<file path="config.mk">
export PLATFORM = sky130hd
export DESIGN_NAME = msb_first_bit_packer_unit
export DESIGN_NICKNAME = d
export VERILOG_FILES = /design/src/rtl/core/mbp_pkg.sv /design/src/rtl/core/mbp_merge.sv /design/src/rtl/core/msb_first_bit_packer_unit.sv
export VERILOG_INCLUDE_DIRS = /design/src /design/src/rtl/core
export SDC_FILE = /design/constraint.sdc
export NUM_CORES = 1
export LEC_CHECK = 0
export BUFFER_PORTS_ARGS = -buffer_cell sky130_fd_sc_hd__buf_2
export CELL_PAD_IN_SITES_DETAIL_PLACEMENT = 2
export CELL_PAD_IN_SITES_GLOBAL_PLACEMENT = 2
export CORE_UTILIZATION = 38
export DETAILED_ROUTE_END_ITERATION = 8
export PLACE_DENSITY_LB_ADDON = 0.1
export SETUP_SLACK_MARGIN = 0.5
export SLEW_MARGIN = 20
export SYNTH_ARGS = -nofsm -noshare
export SYNTH_HDL_FRONTEND = slang
export SYNTH_SLANG_ARGS = --single-unit
</file>
<file path="constraint.sdc">
create_clock -name clk_i -period 5.9 [get_ports clk_i]
set_input_delay 0.59 -clock clk_i [delete_from_list [all_inputs] [get_ports clk_i]]
set_output_delay 0.59 -clock clk_i [all_outputs]
set_load 0.05 [all_outputs]
</file>
<file path="src/rtl/core/assert_macros.svh">
// assertion helpers shared by the rtl
`ifndef ASSERT_MACROS_SVH
`define ASSERT_MACROS_SVH

// property checked on every rising clock edge outside reset
`define MBP_ASSERT(lbl, prop, msg) \
  lbl: assert property (@(posedge clk_i) disable iff (!rst_ni) prop) else $error(msg);

// condition that must never be seen outside reset
`define MBP_ASSERT_NEVER(lbl, cond, msg) \
  `MBP_ASSERT(lbl, !(cond), msg)

`endif

</file>
<file path="src/rtl/core/mbp_pkg.sv">
// ----------------------------------------------------------------------------
// mbp_pkg
// Types and constants of the msb-first bit packer.
// ----------------------------------------------------------------------------
`default_nettype none

package mbp_pkg;

  localparam int unsigned FieldWidth = 64;
  localparam int unsigned BufBits    = FieldWidth + 8;
  localparam int unsigned CntBits    = 4;

  typedef struct packed {
    logic [6:0]            bit_count;
    logic [FieldWidth-1:0] field_value;
    logic [5:0]            start_bit;
    logic                  flush;
  } mbp_in_t;

  typedef struct packed {
    logic [7:0] out_byte;
    logic       run_last;
    logic       stream_end;
  } mbp_out_t;

  typedef struct packed {
    logic [BufBits-1:0] bytes;
    logic [CntBits-1:0] nbytes;
    logic               flush;
    logic [6:0]         part_bits;
    logic [2:0]         part_cnt;
  } mbp_load_t;

endpackage

`default_nettype wire

</file>
<file path="src/rtl/core/mbp_merge.sv">
// ----------------------------------------------------------------------------
// mbp_merge
// Extracts the requested bit field, joins it to the pending bits and
// returns the byte-aligned run, its byte count and the next pending bits.
// ----------------------------------------------------------------------------
`default_nettype none

module mbp_merge #(
  parameter int unsigned WORD_WIDTH = 64
) (
  input  wire mbp_pkg::mbp_in_t  req_i,
  input  wire logic [6:0]        part_bits_i,
  input  wire logic [2:0]        part_cnt_i,
  output      mbp_pkg::mbp_load_t load_o
);

  localparam int unsigned FW = mbp_pkg::FieldWidth;
  localparam int unsigned BW = mbp_pkg::BufBits;
  localparam logic [FW-1:0] WordMask = {FW{1'b1}} >> (FW - WORD_WIDTH);

  logic [7:0]    span;
  logic          fld_ok;
  logic [FW-1:0] word_m;
  logic [6:0]    lsh;
  logic [FW-1:0] f_left;
  logic [6:0]    n_eff;
  logic [7:0]    ptop;
  logic [BW-1:0] run;
  logic [BW-1:0] tail;
  logic [6:0]    total;
  logic [3:0]    full;
  logic [2:0]    rem;
  logic [7:0]    rem_byte;

  always_comb begin
    span   = {2'b00, req_i.start_bit} + {1'b0, req_i.bit_count};
    fld_ok = (req_i.bit_count != 7'd0) && (req_i.bit_count <= 7'(FW))
             && (span <= 8'(WORD_WIDTH));
    word_m = req_i.field_value & WordMask;
    lsh    = 7'(FW) - span[6:0];
    n_eff  = fld_ok ? req_i.bit_count : 7'd0;
    f_left = fld_ok ? ((word_m << lsh) & ~({FW{1'b1}} >> req_i.bit_count)) : '0;

    ptop  = 8'({1'b0, part_bits_i} << (4'd8 - {1'b0, part_cnt_i}));
    run   = {ptop, {FW{1'b0}}} | ({f_left, 8'h00} >> part_cnt_i);
    total = {4'b0000, part_cnt_i} + n_eff;
    full  = total[6:3];
    rem   = total[2:0];

    tail     = run << {full, 3'b000};
    rem_byte = tail[BW-1 -: 8] >> (4'd8 - {1'b0, rem});

    load_o.bytes  = run;
    load_o.nbytes = full + {3'b000, (req_i.flush && (rem != 3'd0))};
    load_o.flush  = req_i.flush;
    load_o.part_bits = req_i.flush ? 7'd0 : rem_byte[6:0];
    load_o.part_cnt  = req_i.flush ? 3'd0 : rem;
  end

endmodule

`default_nettype wire

</file>
<file path="src/rtl/core/msb_first_bit_packer_unit.sv">
// ----------------------------------------------------------------------------
// msb_first_bit_packer_unit
// Appends bit fields msb first to a byte stream and emits completed bytes; a flush also emits the partial last byte.
// ----------------------------------------------------------------------------
// channel | direction | handshake                | payload
// in      | input     | in_valid_i / in_ready_o  | in_req_i  (mbp_in_t)
// out     | output    | out_valid_o / out_ready_i| out_req_o (mbp_out_t)
//
// a request is merged with the pending bits in the cycle it is accepted.
// a request producing k bytes, k up to 9, holds the byte shifter until its bytes have
// moved out; one byte leaves per cycle through the output register while the output is not stalled.
// the next request is taken in the cycle the last byte moves out.
// output stalls hold the byte register and the shifter; reset empties both
// and clears the pending bits.
// ----------------------------------------------------------------------------
`default_nettype none

`include "assert_macros.svh"

module msb_first_bit_packer_unit #(
  parameter int unsigned WORD_WIDTH = 64
) (
  input  wire logic              clk_i,
  input  wire logic              rst_ni,
  input  wire logic              in_valid_i,
  output      logic              in_ready_o,
  input  wire mbp_pkg::mbp_in_t  in_req_i,
  output      logic              out_valid_o,
  input  wire logic              out_ready_i,
  output      mbp_pkg::mbp_out_t out_req_o
);

  localparam int unsigned BW = mbp_pkg::BufBits;

  mbp_pkg::mbp_load_t load;

  logic [6:0]              part_bits_q;
  logic [2:0]              part_cnt_q;
  logic [BW-1:0]           run_q;
  logic [mbp_pkg::CntBits-1:0] cnt_q;
  logic                    flush_q;
  logic                    out_valid_q;
  mbp_pkg::mbp_out_t       out_q;
  logic                    out_load;
  logic                    in_fire;

  mbp_merge #(
    .WORD_WIDTH(WORD_WIDTH)
  ) u_merge (
    .req_i      (in_req_i),
    .part_bits_i(part_bits_q),
    .part_cnt_i (part_cnt_q),
    .load_o     (load)
  );

  assign out_load   = !out_valid_q || out_ready_i;
  assign in_ready_o = (cnt_q == '0) || ((cnt_q == 4'd1) && out_load);
  assign in_fire    = in_valid_i && in_ready_o;

  always_ff @(posedge clk_i or negedge rst_ni) begin
    if (!rst_ni) begin
      part_bits_q <= '0;
      part_cnt_q  <= '0;
      cnt_q       <= '0;
      out_valid_q <= 1'b0;
    end else begin
      if (in_fire) begin
        part_bits_q <= load.part_bits;
        part_cnt_q  <= load.part_cnt;
        cnt_q       <= load.nbytes;
      end else if (out_load && (cnt_q != '0)) begin
        cnt_q <= cnt_q - 4'd1;
      end
      if (out_load) begin
        out_valid_q <= (cnt_q != '0);
      end
    end
  end

  always_ff @(posedge clk_i) begin
    if (in_fire) begin
      run_q   <= load.bytes;
      flush_q <= load.flush;
    end else if (out_load && (cnt_q != '0)) begin
      run_q <= run_q << 8;
    end
    if (out_load && (cnt_q != '0)) begin
      out_q.out_byte   <= run_q[BW-1 -: 8];
      out_q.run_last   <= (cnt_q == 4'd1);
      out_q.stream_end <= (cnt_q == 4'd1) && flush_q;
    end
  end

  assign out_valid_o = out_valid_q;
  assign out_req_o   = out_q;

  `MBP_ASSERT(a_end_is_last, out_valid_o && out_req_o.stream_end |-> out_req_o.run_last, "stream end not on last byte")
  `MBP_ASSERT(a_flush_empties, in_fire && in_req_i.flush |=> (part_cnt_q == 3'd0) && (part_bits_q == 7'd0), "pending bits survive flush")
  `MBP_ASSERT_NEVER(a_cnt_range, cnt_q > 4'd9, "byte count out of range")
  `MBP_ASSERT(a_no_overrun, in_fire |-> (cnt_q <= 4'd1), "request taken over pending bytes")

endmodule

`default_nettype wire
</file>
==> results summary, run 1 <==
The largest fanout on the critical path is 8. The arrival time at the worst endpoint came out at 5.89 ns. The average cell area after synthesis came out at 7.92 sq um. Detailed routing placed a total of 9070 microns of wire on met3. The wire length the detailed router placed on met1 is 37300 microns. During synthesis, Yosys emitted a total of 0 warnings.

The number of endpoints with negative hold slack in the final report is 0. The post-synthesis cell count came out at 1896. Of the synthesized area, sequential elements account for 0.189. Setup repair after global routing could not meet its margin everywhere.

The sequential group share of total power came out at 0.142. By instance count, the leading cell after synthesis is sky130_fd_sc_hd__nand2_1. The via count of the first global-routing pass is 19600. The required time at the worst-slack endpoint is 6.14 ns. After synthesis the netlist holds a flip-flop and latch count of 97. In this run, the number of DRC markers left after iteration 0 of detailed routing was 2117. The design internal power came out at 0.00424 W.

The critical register-to-register path startpoint is part_cnt_q[0]$_DFFE_PN0P_. The number of nets in the synthesized netlist is 1998. Of the post-synthesis cell area, the dominant cell type holds 0.164. The final critical path time including I/O delays and setup came out at 5.65 ns. The critical path goes through buf_8 > ha_4 > fa_2 > inv_2 > ha_4 > buf_8 > buf_6 > mux4_2 > nand2_2 > o21ai_4 > mux2i_1 > buf_4 > mux2i_1 > a21oi_1 > buf_4 > nor2_4 > a221oi_2 > nand4_1 > buf_4 > a211o_1 > a221o_1 > a31oi_4 > nor2_1 > or3_1.

Of the total power, the clock network draws 0.064. For this design the static power due to leakage is 7.62 nW. The die outline area is 0.0403 sq mm. The power density over the cells is 495 mW/mm^2.

The final wirelength came out at 92600 microns. The slowest cell on the critical path is sky130_fd_sc_hd__fa_2. The final total power is 0.00951 W. Measured along the y axis, the die boundary spans 201 microns. After synthesis, the largest family of logic cells by area is compound AO/OA/AOI/OAI gates. The average wire length per cell after detail routing is 34.7 microns.

The final cycle utilization of the critical path is 0.958. The net count of the finished layout is 2245. The pin count of the biggest net entering global routing is 80. The total iterations of the first detailed-routing run is 5. The slew at the pin with the worst max-slew slack is 1.21 ns. The biggest area contributor in the post-synthesis netlist is sky130_fd_sc_hd__edfxtp_1. The net switching fraction of the power came out at 0.555.

Summed over all layers, the global routing overflow is 0. The largest single stage delay on the critical path is 0.58 ns. The total of endpoints with negative setup slack in the final report came out at 0. The per-cell via count in the routed design came out at 7.13. The share of post-route cells with drive strength above 1 came out at 0.328. The initial antenna violation count came out at 5. In this design, the critical path's most frequently occurring cell is sky130_fd_sc_hd__buf_4. The post-synthesis share of cell area spent on xor and xnor gates is 0.0131. The number of buffers between clock root and the deepest sink came out at 2. At the end of routability-driven placement, the weighted congestion stood at 0.995. TritonCTS built the clock tree. The timing startpoint of the critical path is in_req_i[71]. The share of total power dissipated in combinational logic is 0.794. In this run the tightest slew margin relative to its limit is 0.188. The number of placement rows came out at 72.

The number of levels in the clock H-tree is 3. The net switching component of the power is 0.00527 W. After legalization and detailed placement, the total HPWL measured 68500 microns. STA classifies the critical path endpoint as a flip-flop. The clock latency on the worst-skew pair came out at 0.38 ns. The simple-gate share of the synthesized area came out at 0.232.

Derived from the worst setup path, the maximum achievable clock frequency is 0.177 GHz. The highest layer touched by signal routing is met5. The post-detailed-route DRC marker count came out at 0. The total track usage is 0.445. Setup slack on the critical path of the routed design comes to 0.250 ns. The tightest hold path in the finished design has a slack of 0.165 ns. The repair_antennas step left the layout with diodes totalling 0. The total vias in the final route is 19000. From synthesis to final layout, the design area changed by 27.9%. Clock-pin slew was measured on the worst setup and hold paths at 0.08 ns. The count of fill cells added during filler insertion is 4296. The final setup skew is 0.0141 ns.

The final count of pins violating max slew was 0. The synthesized netlist contains 112 unique library cells. Summed over all failing endpoints, the final setup total negative slack is 0 ns. Timing analysis after detailed placement gives a worst setup slack of -0.731 ns. The met2 wirelength from detailed routing came out at 41700 microns. The max capacitance violation total is 0.

The number of routed nets with antenna violations is 0. The worst hold path class is in -> async. The effective utilization at floorplan is 0.387. The fraction of the mapped netlist area in compound gates came out at 0.281. The worst-case IR drop observed on VDD is 250 uV. The core region is 0.0388 sq mm.

The setup path with the least slack is of type in -> reg. In this run the cell area of the synthesized design comes to 0.0150 sq mm. STA classifies the critical path startpoint as an input port. The share of cell area taken by muxes after synthesis is 0.210. The first global-routing pass estimated 135000 microns of wire. In the synthesized netlist the async set-or-reset flop fraction comes to 0.155. The count of input and output buffers came out at 93. In the post-synthesis netlist, the biggest area contributors are sky130_fd_sc_hd__edfxtp_1 16%, sky130_fd_sc_hd__mux2i_1 9.9%, sky130_fd_sc_hd__mux4_2 8.0%. The adder and majority gate portion of the synthesized area came out at 0.0177. The flow ran to the end, and the final reports show no timing, DRC or antenna violations. The x dimension of the die came out at 201 microns.

The top-level I/O count came out at 94. Clock tree synthesis selected as its root buffer the cell sky130_fd_sc_hd__clkbuf_16. Counting flops with a built-in enable in the synthesized netlist gives 82.

Ranked by instance count, the synthesized netlist is headed by 267 x sky130_fd_sc_hd__nand2_1, 188 x sky130_fd_sc_hd__nor2_1, 148 x sky130_fd_sc_hd__mux2i_1. The clock sink count is 97. The most used flip-flop cell after synthesis is sky130_fd_sc_hd__edfxtp_1. The number of buffers created by CTS is 9.
area by class of cell:
| cell class | count | area (sq um) | area share |
|---|---|---|---|
| Multi-Input combinational cell | 1611 | 12200 | 0.637 |
| Timing Repair Buffer | 400 | 3090 | 0.161 |
| Tap cell | 518 | 648 | 0.0338 |
| Inverter | 24 | 97.6 | 0.00508 |
| Clock buffer | 10 | 239 | 0.0125 |
| Clock inverter | 6 | 56.3 | 0.00293 |
| Sequential cell | 97 | 2840 | 0.148 |
metal layers:
metal,global-route usage,vias up
li1,-,7833
met1,0.589,9687
met2,0.709,1190
met3,0.0911,305
met4,0.179,4
met5,0,-
path summary, 6_finish.rpt:
path	to	cells past startpoint	slack, ns
min in group clk_i	out_req_o[2]$_DFFE_PP_	0	0.42
hold reg to reg	out_req_o[2]$_DFFE_PP_	0	0.42
setup / recovery	part_bits_q[2]$_DFFE_PN0P_	24	0.25
hold / removal	out_valid_o$_DFFE_PN0N_	1	0.17
setup reg to reg	part_bits_q[3]$_DFFE_PN0P_	14	1.14
max in group asynchronous	part_cnt_q[2]$_DFFE_PN0P_	1	5.39
worst max-delay path: cells and delay by family:
family	cells	cell delay, ns
AO/OA/AOI/OAI	6	1.48
adder cells (fa/ha/maj)	3	1.14
buffers and inverters	7	1.02
multiplexers	3	0.84
AND/OR/NAND/NOR	5	0.81
power by group through the flow:
stage / combinational (W) / clock (W) / sequential [W]
2_1_floorplan: 0.00362 / 0 / 0.00135
5_1_grt: 0.00775 / 0.000630 / 0.00137
4_1_cts: 0.00690 / 0.000610 / 0.00134
3_3_place_gp: 0.00629 / 0 / 0.00131
6_report: 0.00755 / 0.000609 / 0.00135
3_5_place_dp: 0.00651 / 0 / 0.00135
cells in the final DEF (no fill, tap or decap), types with 28 or more instances in the layout:
master	instances
sky130_fd_sc_hd__nand3_1	37
sky130_fd_sc_hd__and2_1	28
sky130_fd_sc_hd__buf_2	91
sky130_fd_sc_hd__mux2_2	30
sky130_fd_sc_hd__buf_4	277
sky130_fd_sc_hd__nand2_1	257
sky130_fd_sc_hd__mux4_2	53
sky130_fd_sc_hd__nor2_1	180
sky130_fd_sc_hd__mux2i_1	118
sky130_fd_sc_hd__a21oi_1	91
sky130_fd_sc_hd__nor3_1	75
sky130_fd_sc_hd__edfxtp_1	82
sky130_fd_sc_hd__o21ai_0	99
stage by stage:
step                      instances  utilization  cell area (sq um)
after detailed placement       2598        0.452              17600
after global routing           2666        0.494              19200
after CTS                      2644        0.480              18600
final                          2666        0.494              19200
after floorplan                1896            -              15100
after global placement         2598        0.452              17600
repair_timing:
| item | in CTS | in global routing |
|---|---|---|
| endpoints found under the setup margin | 8 | 8 |
| pin swaps | 34 | 32 |
| hold buffers | 0 | 0 |
| resized for setup | 111 | 86 |
| buffers inserted | 29 | 22 |
| gates cloned | 1 | 0 |
cells by family after synthesis:
kind of cell,after synthesis
buf+inv,188
flops,97
mux,241
simple gates,746
fa+ha+maj,20
xor+xnor,16
compound gates,588
sequential cells by signal, indices dropped and copies added (netlist names):
name,cells
cnt_q,4
flush_q,1
out_req_o,10
out_valid_o,1
part_bits_q,7
part_cnt_q,3
run_q,71
(Power assumes the default switching activity.)
==> run 2, diff against run 1 <==
ABC_AREA = 1   (was not set)
CORE_UTILIZATION = 32   (was 38)
clock period = 6.32 ns   (was 5.9 ns; I/O delays follow)
==> results summary, run 2 <==
The via count of the first global-routing pass is 18600 (-5.4%). The root buffer selected by CTS is sky130_fd_sc_hd__clkbuf_16. The routability congestion estimate from global placement came to 0.948 (-4.7%). The top-level I/O count came out at 94 (unchanged).

The async set-or-reset flop fraction in the synthesized netlist is 0.155 (unchanged). The utilization of the core after routing is 0.347 (-0.148). The final wirelength is 70500 microns (-24%).

The final setup skew is 0.0114 ns (-0.00268 ns). The total track usage was 0.318 (-0.128). The clock group share of total power is 0.098 (+0.034).

The share of cell area taken by muxes after synthesis is 0.00142 (-0.209). The accumulated negative setup slack is 0 ns (unchanged). The number of design-rule violations left by the first detailed-router iteration came to 1336 (-37%). The most used flip-flop cell after synthesis is sky130_fd_sc_hd__edfxtp_1. The final total power is 0.00621 W (-35%). The number of warnings issued by yosys came out at 0 (unchanged). STA classifies the critical path endpoint as a flip-flop.

The buffer count from post-CTS setup fixing came to 0 (-100%). The register with the most flip-flops is run_q. The TritonCTS clock tree is done.

The flip-flop count of the largest register after layout came out at 71 (unchanged). The startpoint type of the worst setup path is an input port. Setup repair after global routing left no endpoint under its margin. The post-synthesis cell count came out at 2601 (+37%). The net switching component of the power came to 0.00364 W (-31%). The unique cell type count in the Yosys netlist came out at 50 (-55%). The number of enable-type register cells in the synthesized netlist is 82 (unchanged). The die outline area is 0.0448 sq mm (+11%). The maximum clock frequency is 0.184 GHz.

The clock sink count came out at 97 (unchanged). The number of buffers created by CTS is 9 (unchanged). The pin count of the biggest net entering global routing is 86 (+7.5%). The number of hold-repair buffers added at the cts stage came out at 0 (unchanged).

The slew at the pin with the worst max-slew slack came out at 0.966 ns (-0.243 ns). The number of buffers between clock root and the deepest sink came out at 2 (unchanged). The x dimension of the die came out at 212 microns (+5.4%).

The worst setup path is of the in -> reg kind. The post-synthesis instance area was 0.0141 sq mm (-6.4%). The final cycle utilization of the critical path came out at 0.860. The first-pass GRT wire length came to 110000 microns (-18%). The required time at the worst-slack endpoint is 6.58 ns (+0.44 ns). The biggest area contributor in the post-synthesis netlist is sky130_fd_sc_hd__nand2_1. The share of post-route cells with drive strength above 1 was 0.0765 (-0.252). The sequential group share of total power is 0.217 (+0.075). The count of fill cells added during filler insertion is 5730 (+33%). The most numerous cell type found on the critical path is sky130_fd_sc_hd__nand2_1. The worst supply voltage drop on vdd is 330 uV (+32%). By area, the combinational part of the netlist is dominated by simple AND/OR/NAND/NOR gates. The final critical path time including I/O delays and setup is 5.44 ns. The total vias in the final route came out at 17900 (-5.7%).

The number of levels in the clock H-tree is 3 (unchanged). The final count of pins violating max slew came out at 0 (unchanged). The largest fanout on the critical path is 21 (+13).

The net switching fraction of the power was 0.586 (+0.0318). The worst setup slack for register-to-register paths is 2.13 ns (+0.99 ns). The run finished with clean final reports.

The clock transition time at the flip-flop clock pins of the worst setup and hold paths is 0.07 ns (about the same). The effective utilization at floorplan is 0.326 (-0.0610). The placeable core region came out at 0.0432 sq mm (+11%).

The number of endpoints with negative hold slack in the final report came out at 0 (unchanged). The leakage power is 7.42 nW (-2.6%). The share of the synthesized area in the top cell type was 0.300 (+0.136). The share of the yosys chip area belonging to registers came out at 0.202 (+0.0128). The initial antenna violation count came out at 0 (-5). The count of input and output buffers came out at 93 (unchanged). The delay of the slowest cell on the worst path was 0.52 ns (-0.06 ns).

The slowest stage of the critical path is the sky130_fd_sc_hd__fa_1 cell. The number of routed nets with antenna violations is 0 (unchanged). The fraction of the mapped netlist area in compound gates came out at 0.0817 (-0.200).

The power density over the cells came out at 415 mW/mm^2 (-16%). The number of placement rows is 76 (+5.6%). The post-cts resize count came out at 0 (-100%). The post-synthesis share of cell area spent on xor and xnor gates came out at 0.00543 (-0.00766). The half-perimeter wire length after detailed placement came out at 55900 microns (-18%). The overall die height is 212 microns (+5.4%). Sorting the synthesized cells by area gives the leading types as sky130_fd_sc_hd__nand2_1 30%, sky130_fd_sc_hd__nand3_1 22%, sky130_fd_sc_hd__edfxtp_1 18%.

The average cell area after synthesis is 5.40 sq um (-32%). The post-detailed-route DRC marker count was 0 (unchanged). The simple-gate share of the synthesized area came out at 0.598 (+0.365). The design internal power was 0.00257 W (-39%). The worst-case headroom to the max-slew limit is 0.353 (+0.165). By count the netlist is led by 1123 x sky130_fd_sc_hd__nand2_1, 617 x sky130_fd_sc_hd__nand3_1, 151 x sky130_fd_sc_hd__nor2_1. The arrival time at the worst endpoint came out at 5.70 ns (-0.19 ns).

The adder and majority gate portion of the synthesized area is 0.0189 (+0.00120). The clock latency on the worst-skew pair is 0.38 ns (about the same). The total iterations of the first detailed-routing run came out at 5 (unchanged). Among all cell types in the netlist, the one instantiated most often is sky130_fd_sc_hd__nand2_1. The total of endpoints with negative setup slack in the final report came to 0 (unchanged).

The most common library cell in the layout ignoring fill and taps is sky130_fd_sc_hd__nand2_1. The number of nets produced by synthesis is 2703 (+35%). The post-layout net count came out at 2660 (+18%). The average wire length per cell after detail routing came out at 22.4 microns (-36%). The number of antenna repair diodes came out at 0 (unchanged).

The worst hold path belongs to the class in -> async. Relative to the synthesized area, the layout overhead comes to 6.47%. The max capacitance violation total is 0 (unchanged).

The number of register bits inferred by synthesis is 97 (unchanged). The combinational fraction of design power was 0.685 (-0.109). The top cell types in the final layout, fill and taps aside, are 1121 x sky130_fd_sc_hd__nand2_1, 617 x sky130_fd_sc_hd__nand3_1, 151 x sky130_fd_sc_hd__nor2_1.

The overall overflow remaining after global route is 0 (unchanged). The per-cell via count in the routed design is 5.70 (-20%).
## run 2: changes by cell type after synthesis, sizes merged, moves of 53 or more
cell	delta
inv	+95
mux2i	-148
mux4	-53
nand2	+862
nand3	+582
nor3	-71
## run 2: worst paths after layout
path / from / endpoint / cells past startpoint
worst max-delay path: in_req_i[71] / part_bits_q[3]$_DFFE_PN0P_ / 32
worst min-delay path: rst_ni / out_valid_o$_DFFE_PN0N_ / 1
max in group asynchronous: rst_ni / part_cnt_q[1]$_DFFE_PN0P_ / 1
min in group clk_i: run_q[69]$_DFFE_PP_ / out_req_o[7]$_DFFE_PP_ / 0
worst min register to register: run_q[69]$_DFFE_PP_ / out_req_o[7]$_DFFE_PP_ / 0
worst max register to register: part_cnt_q[0]$_DFFE_PN0P_ / part_bits_q[3]$_DFFE_PN0P_ / 19
## run 2: cell type report
type,instances,area (sq um),area share
Inverter,121,454,0.0304
Sequential cell,97,2840,0.190
Tap cell,585,732,0.0489
Clock inverter,7,83.8,0.00560
Clock buffer,9,225,0.0151
Multi-Input combinational cell,2208,9930,0.663
Timing Repair Buffer,121,701,0.0468
## run 2: layer usage
| metal | track usage | up-vias | share of wire |
|---|---|---|---|
| met4 | 0.0417 | 0 | 0.011 |
| met1 | 0.458 | 8998 | 0.49 |
| met3 | 0.0249 | 42 | 0.044 |
| li1 | - | 8515 | - |
| met2 | 0.525 | 383 | 0.46 |
| met5 | 0 | - | 0 |
## run 2: cells by family (layout without fill, tap and decap cells)
logic type / count (synthesis) / count (layout)
simple gates: 1968 / 1968
buf+inv: 296 / 258
compound gates: 211 / 211
flops: 97 / 97
fa+ha+maj: 20 / 20
xor+xnor: 7 / 7
mux: 2 / 2
## run 2: power by group through the flow
stage,logic (W),clock network (W),registers [W]
5_1_grt,0.00467,0.000633,0.00138
2_1_floorplan,0.00276,0,0.00138
6_report,0.00426,0.000606,0.00135
3_5_place_dp,0.00419,0,0.00136
3_3_place_gp,0.00409,0,0.00134
4_1_cts,0.00423,0.000612,0.00135
## run 2: stage by stage
step                std cells  hold slack, ns  worst slack [ns]  area, sq um
detailed placement       3132           0.407             0.582        14700
global route             3148           0.214             0.544        15000
finish                   3148           0.199             0.882        15000
CTS                      3148           0.196             0.938        15000
floorplan                2601           0.336              1.94        14100
global placement         3132           0.405             0.733        14700
## run 2: critical path, delay by kind of cell
family	cells	cell delay, ns
buffers and inverters	4	0.41
adders and majority gates	5	1.57
and+or+nand+nor	20	2.22
AOI/OAI and AO/OA	3	0.85
==> run 3, diff against run 2 <==
==> constraint.sdc (replaced) <==
create_clock -name clk_i -period 6.32 [get_ports clk_i]
set_input_delay 1.264 -clock clk_i [delete_from_list [all_inputs] [get_ports clk_i]]
set_output_delay 1.264 -clock clk_i [all_outputs]
set_load 0.05 [all_outputs]
==> results summary, run 3 (synthesis gave the netlist of run 2 again) <==
Leaving out fill and tap cells, the most frequent cell in the layout is sky130_fd_sc_hd__nand2_1. The first-pass GRT wire length came to 110000 microns (+0.31%). The slew at the pin with the worst max-slew slack was 1.01 ns (+0.0395 ns). The TritonCTS clock tree is done. Compared with the post-synthesis result, the final layout area differs by 7.88%.

The count of fill cells added during filler insertion came out at 5764 (+0.59%). The worst-case headroom to the max-slew limit came to 0.329 (-0.0241). The buffer count from post-CTS setup fixing came out at 0 (unchanged).

The routability congestion estimate from global placement came out at 0.967 (+2.0%). The post-route standard cell area excluding fillers is 0.0152 sq mm (+1.3%). The number of hold-repair buffers added at the cts stage came out at 0 (unchanged). The number of buffers created by CTS came out at 9 (unchanged). The number of buffers between clock root and the deepest sink was 2 (unchanged). The final count of pins violating max slew was 0 (unchanged). The clock latency on the worst-skew pair came out at 0.38 ns (about the same).

The total of endpoints with negative setup slack in the final report came out at 0 (unchanged). The number of endpoints with negative hold slack in the final report came out at 0 (unchanged). The post-layout net count is 2673 (+0.49%). The nature of the critical path endpoint is a flip-flop. The worst setup slack after placement came to 0.353 ns (-0.229 ns). The run finished with clean final reports. The effective utilization at floorplan is 0.326 (unchanged). The register with the most flip-flops is run_q. The number of placement rows came out at 76 (unchanged). The overall die height came to 212 microns (unchanged). The final setup skew came to 0.0122 ns (+0.000815 ns). The tree is rooted in a sky130_fd_sc_hd__clkbuf_16.

The total vias in the final route came to 18000 (+0.53%). The final wirelength was 71600 microns (+1.6%). The total track usage is 0.322 (+0.00419). The x dimension of the die came out at 212 microns (unchanged). The number of antenna repair diodes came out at 0 (unchanged). The flip-flop count of the largest register after layout came out at 71 (unchanged). The number of design-rule violations left by the first detailed-router iteration is 1542 (+15%).

The top-level I/O count came out at 94 (unchanged). The arrival time at the worst endpoint came out at 5.80 ns (+0.10 ns). The post-detailed-route DRC marker count came out at 0 (unchanged). The share of post-route cells with drive strength above 1 is 0.0807 (+0.00427). The worst hold path belongs to the class reg -> reg. The count of input and output buffers is 93 (unchanged). The pin count of the biggest net entering global routing came to 75 (-13%). The clock sink count came out at 97 (unchanged). The average wire length per cell after detail routing was 22.6 microns (+1.2%). The die outline area was 0.0448 sq mm (unchanged). The final worst slack is 0.827 ns (-0.0548 ns). The total iterations of the first detailed-routing run came out at 5 (unchanged). The leakage power is 7.52 nW (+1.3%). The half-perimeter wire length after detailed placement came to 57100 microns (+2.1%). The initial antenna violation count came out at 0 (unchanged). The required time at the worst-slack endpoint came out at 6.63 ns (+0.05 ns).

The placeable core region came out at 0.0432 sq mm (unchanged). The maximum clock frequency was 0.182 GHz (-1.0%). The worst supply voltage drop on vdd came out at 449 uV (+36%).

The power density over the cells is 419 mW/mm^2 (+0.91%). The number of routed nets with antenna violations is 0 (unchanged). The startpoint type of the worst setup path is an input port.

The max capacitance violation total is 0 (unchanged). The largest fanout on the critical path came out at 14 (-33%). The accumulated negative setup slack is 0 ns (unchanged). The worst setup path is of the in -> reg kind.

Setup repair after global routing left no endpoint under its margin. The standard cell area after detailed placement is 0.0148 sq mm (+1.2%). The via count of the first global-routing pass is 18400 (-1.3%).

The final cycle utilization of the critical path is 0.869 (+0.00867). The per-cell via count in the routed design came out at 5.70 (+0.12%). The clock transition time at the flip-flop clock pins of the worst setup and hold paths is 0.07 ns (about the same).

The overall overflow remaining after global route came out at 0 (unchanged). The final critical path time including I/O delays and setup was 5.49 ns (+0.0548 ns). In the layout the commonest cells are 1122 x sky130_fd_sc_hd__nand2_1, 617 x sky130_fd_sc_hd__nand3_1, 150 x sky130_fd_sc_hd__nor2_1. The number of levels in the clock H-tree came out at 3 (unchanged).
-- run 3: changes by cell type in the layout (fill, tap and decap cells not counted) --
| cell | delta |
|---|---|
| sky130_fd_sc_hd__clkbuf_8 | +1 |
| sky130_fd_sc_hd__nand2_2 | -1 |
| sky130_fd_sc_hd__clkbuf_1 | +1 |
| sky130_fd_sc_hd__nor2_4 | +1 |
| sky130_fd_sc_hd__clkinv_2 | -1 |
| sky130_fd_sc_hd__bufinv_16 | +1 |
| sky130_fd_sc_hd__nor2_1 | -1 |
| sky130_fd_sc_hd__inv_8 | -2 |
| sky130_fd_sc_hd__buf_12 | +6 |
| sky130_fd_sc_hd__nand2_1 | +1 |
| sky130_fd_sc_hd__buf_4 | +7 |
-- run 3: repair_timing --
item	CTS	global route
endpoints found under the hold margin	0	0
resized for setup	0	2
setup endpoints to repair	0	4
-- run 3: path summary, 6_finish.rpt --
kind,startpoint,endpoint,slack [ns],depth (start not counted)
setup / recovery,in_req_i[71],part_bits_q[0]$_DFFE_PN0P_,0.83,27
hold / removal,run_q[68]$_DFFE_PP_,out_req_o[6]$_DFFE_PP_,0.43,0
setup reg to reg,part_cnt_q[0]$_DFFE_PN0P_,part_bits_q[3]$_DFFE_PN0P_,2.65,17
hold reg to reg,run_q[68]$_DFFE_PP_,out_req_o[6]$_DFFE_PP_,0.43,0
max in group asynchronous,rst_ni,part_cnt_q[2]$_DFFE_PN0P_,5.16,1
min in group asynchronous,rst_ni,cnt_q[1]$_DFFE_PN0P_,0.82,1
-- run 3: report_power, final --
part	total, W	internal (W)	switching, W
clock	0.000637	0.000362	0.000275
combinational	0.00439	0.00113	0.00326
sequential	0.00133	0.00117	0.000160
-- run 3: final cells by class --
| cell class | count | area (sq um) | area share |
|---|---|---|---|
| inverters | 121 | 454 | 0.0300 |
| flip-flops and latches | 97 | 2840 | 0.187 |
| repair buffers | 134 | 873 | 0.0576 |
| well taps | 585 | 732 | 0.0483 |
| clock buffers | 11 | 243 | 0.0160 |
| clock inverters | 5 | 86.3 | 0.00569 |
| multi-input cells | 2208 | 9930 | 0.655 |
-- run 3: critical path, stage by stage --
cell,delay (ns)
sky130_fd_sc_hd__buf_2,0.13
sky130_fd_sc_hd__ha_2,0.19
sky130_fd_sc_hd__fa_1,0.51
sky130_fd_sc_hd__inv_1,0.05
sky130_fd_sc_hd__ha_2,0.47
sky130_fd_sc_hd__inv_2,0.19
sky130_fd_sc_hd__nand3_1,0.13
sky130_fd_sc_hd__nand2_1,0.11
sky130_fd_sc_hd__inv_1,0.10
sky130_fd_sc_hd__nand2_1,0.05
sky130_fd_sc_hd__nand2_1,0.07
sky130_fd_sc_hd__nand2_1,0.05
sky130_fd_sc_hd__nand2_1,0.15
sky130_fd_sc_hd__nand2_1,0.13
sky130_fd_sc_hd__a21oi_1,0.44
sky130_fd_sc_hd__nand3_1,0.26
sky130_fd_sc_hd__nand2_1,0.14
sky130_fd_sc_hd__nand3_1,0.16
sky130_fd_sc_hd__nand3_1,0.19
sky130_fd_sc_hd__nand3_1,0.16
sky130_fd_sc_hd__nand3_1,0.14
sky130_fd_sc_hd__nand2_1,0.12
sky130_fd_sc_hd__nand3_1,0.12
sky130_fd_sc_hd__nand3_1,0.10
sky130_fd_sc_hd__nand3_1,0.15
sky130_fd_sc_hd__nand3_1,0.10
sky130_fd_sc_hd__nand3_1,0.09
-- run 3: layer usage --
metal | vias up | global-route usage | share of wire | wire length [microns]
met5 | - | 0 | 0 | 0
met4 | 0 | 0.0457 | 0.012 | 893
met3 | 63 | 0.0326 | 0.047 | 3360
met2 | 418 | 0.530 | 0.46 | 32700
met1 | 9006 | 0.460 | 0.48 | 34700
li1 | 8546 | - | - | -
-- run 3: through the flow --
step	total power, W	hold WS (ns)	util	cells
after global placement	0.00554	0.402	0.343	3145
after detailed placement	0.00565	0.411	0.343	3145
after floorplan	0.00414	0.400	-	2601
after global routing	0.00680	0.428	0.351	3161
after CTS	0.00632	0.425	0.351	3161
final	0.00635	0.426	0.351	3161
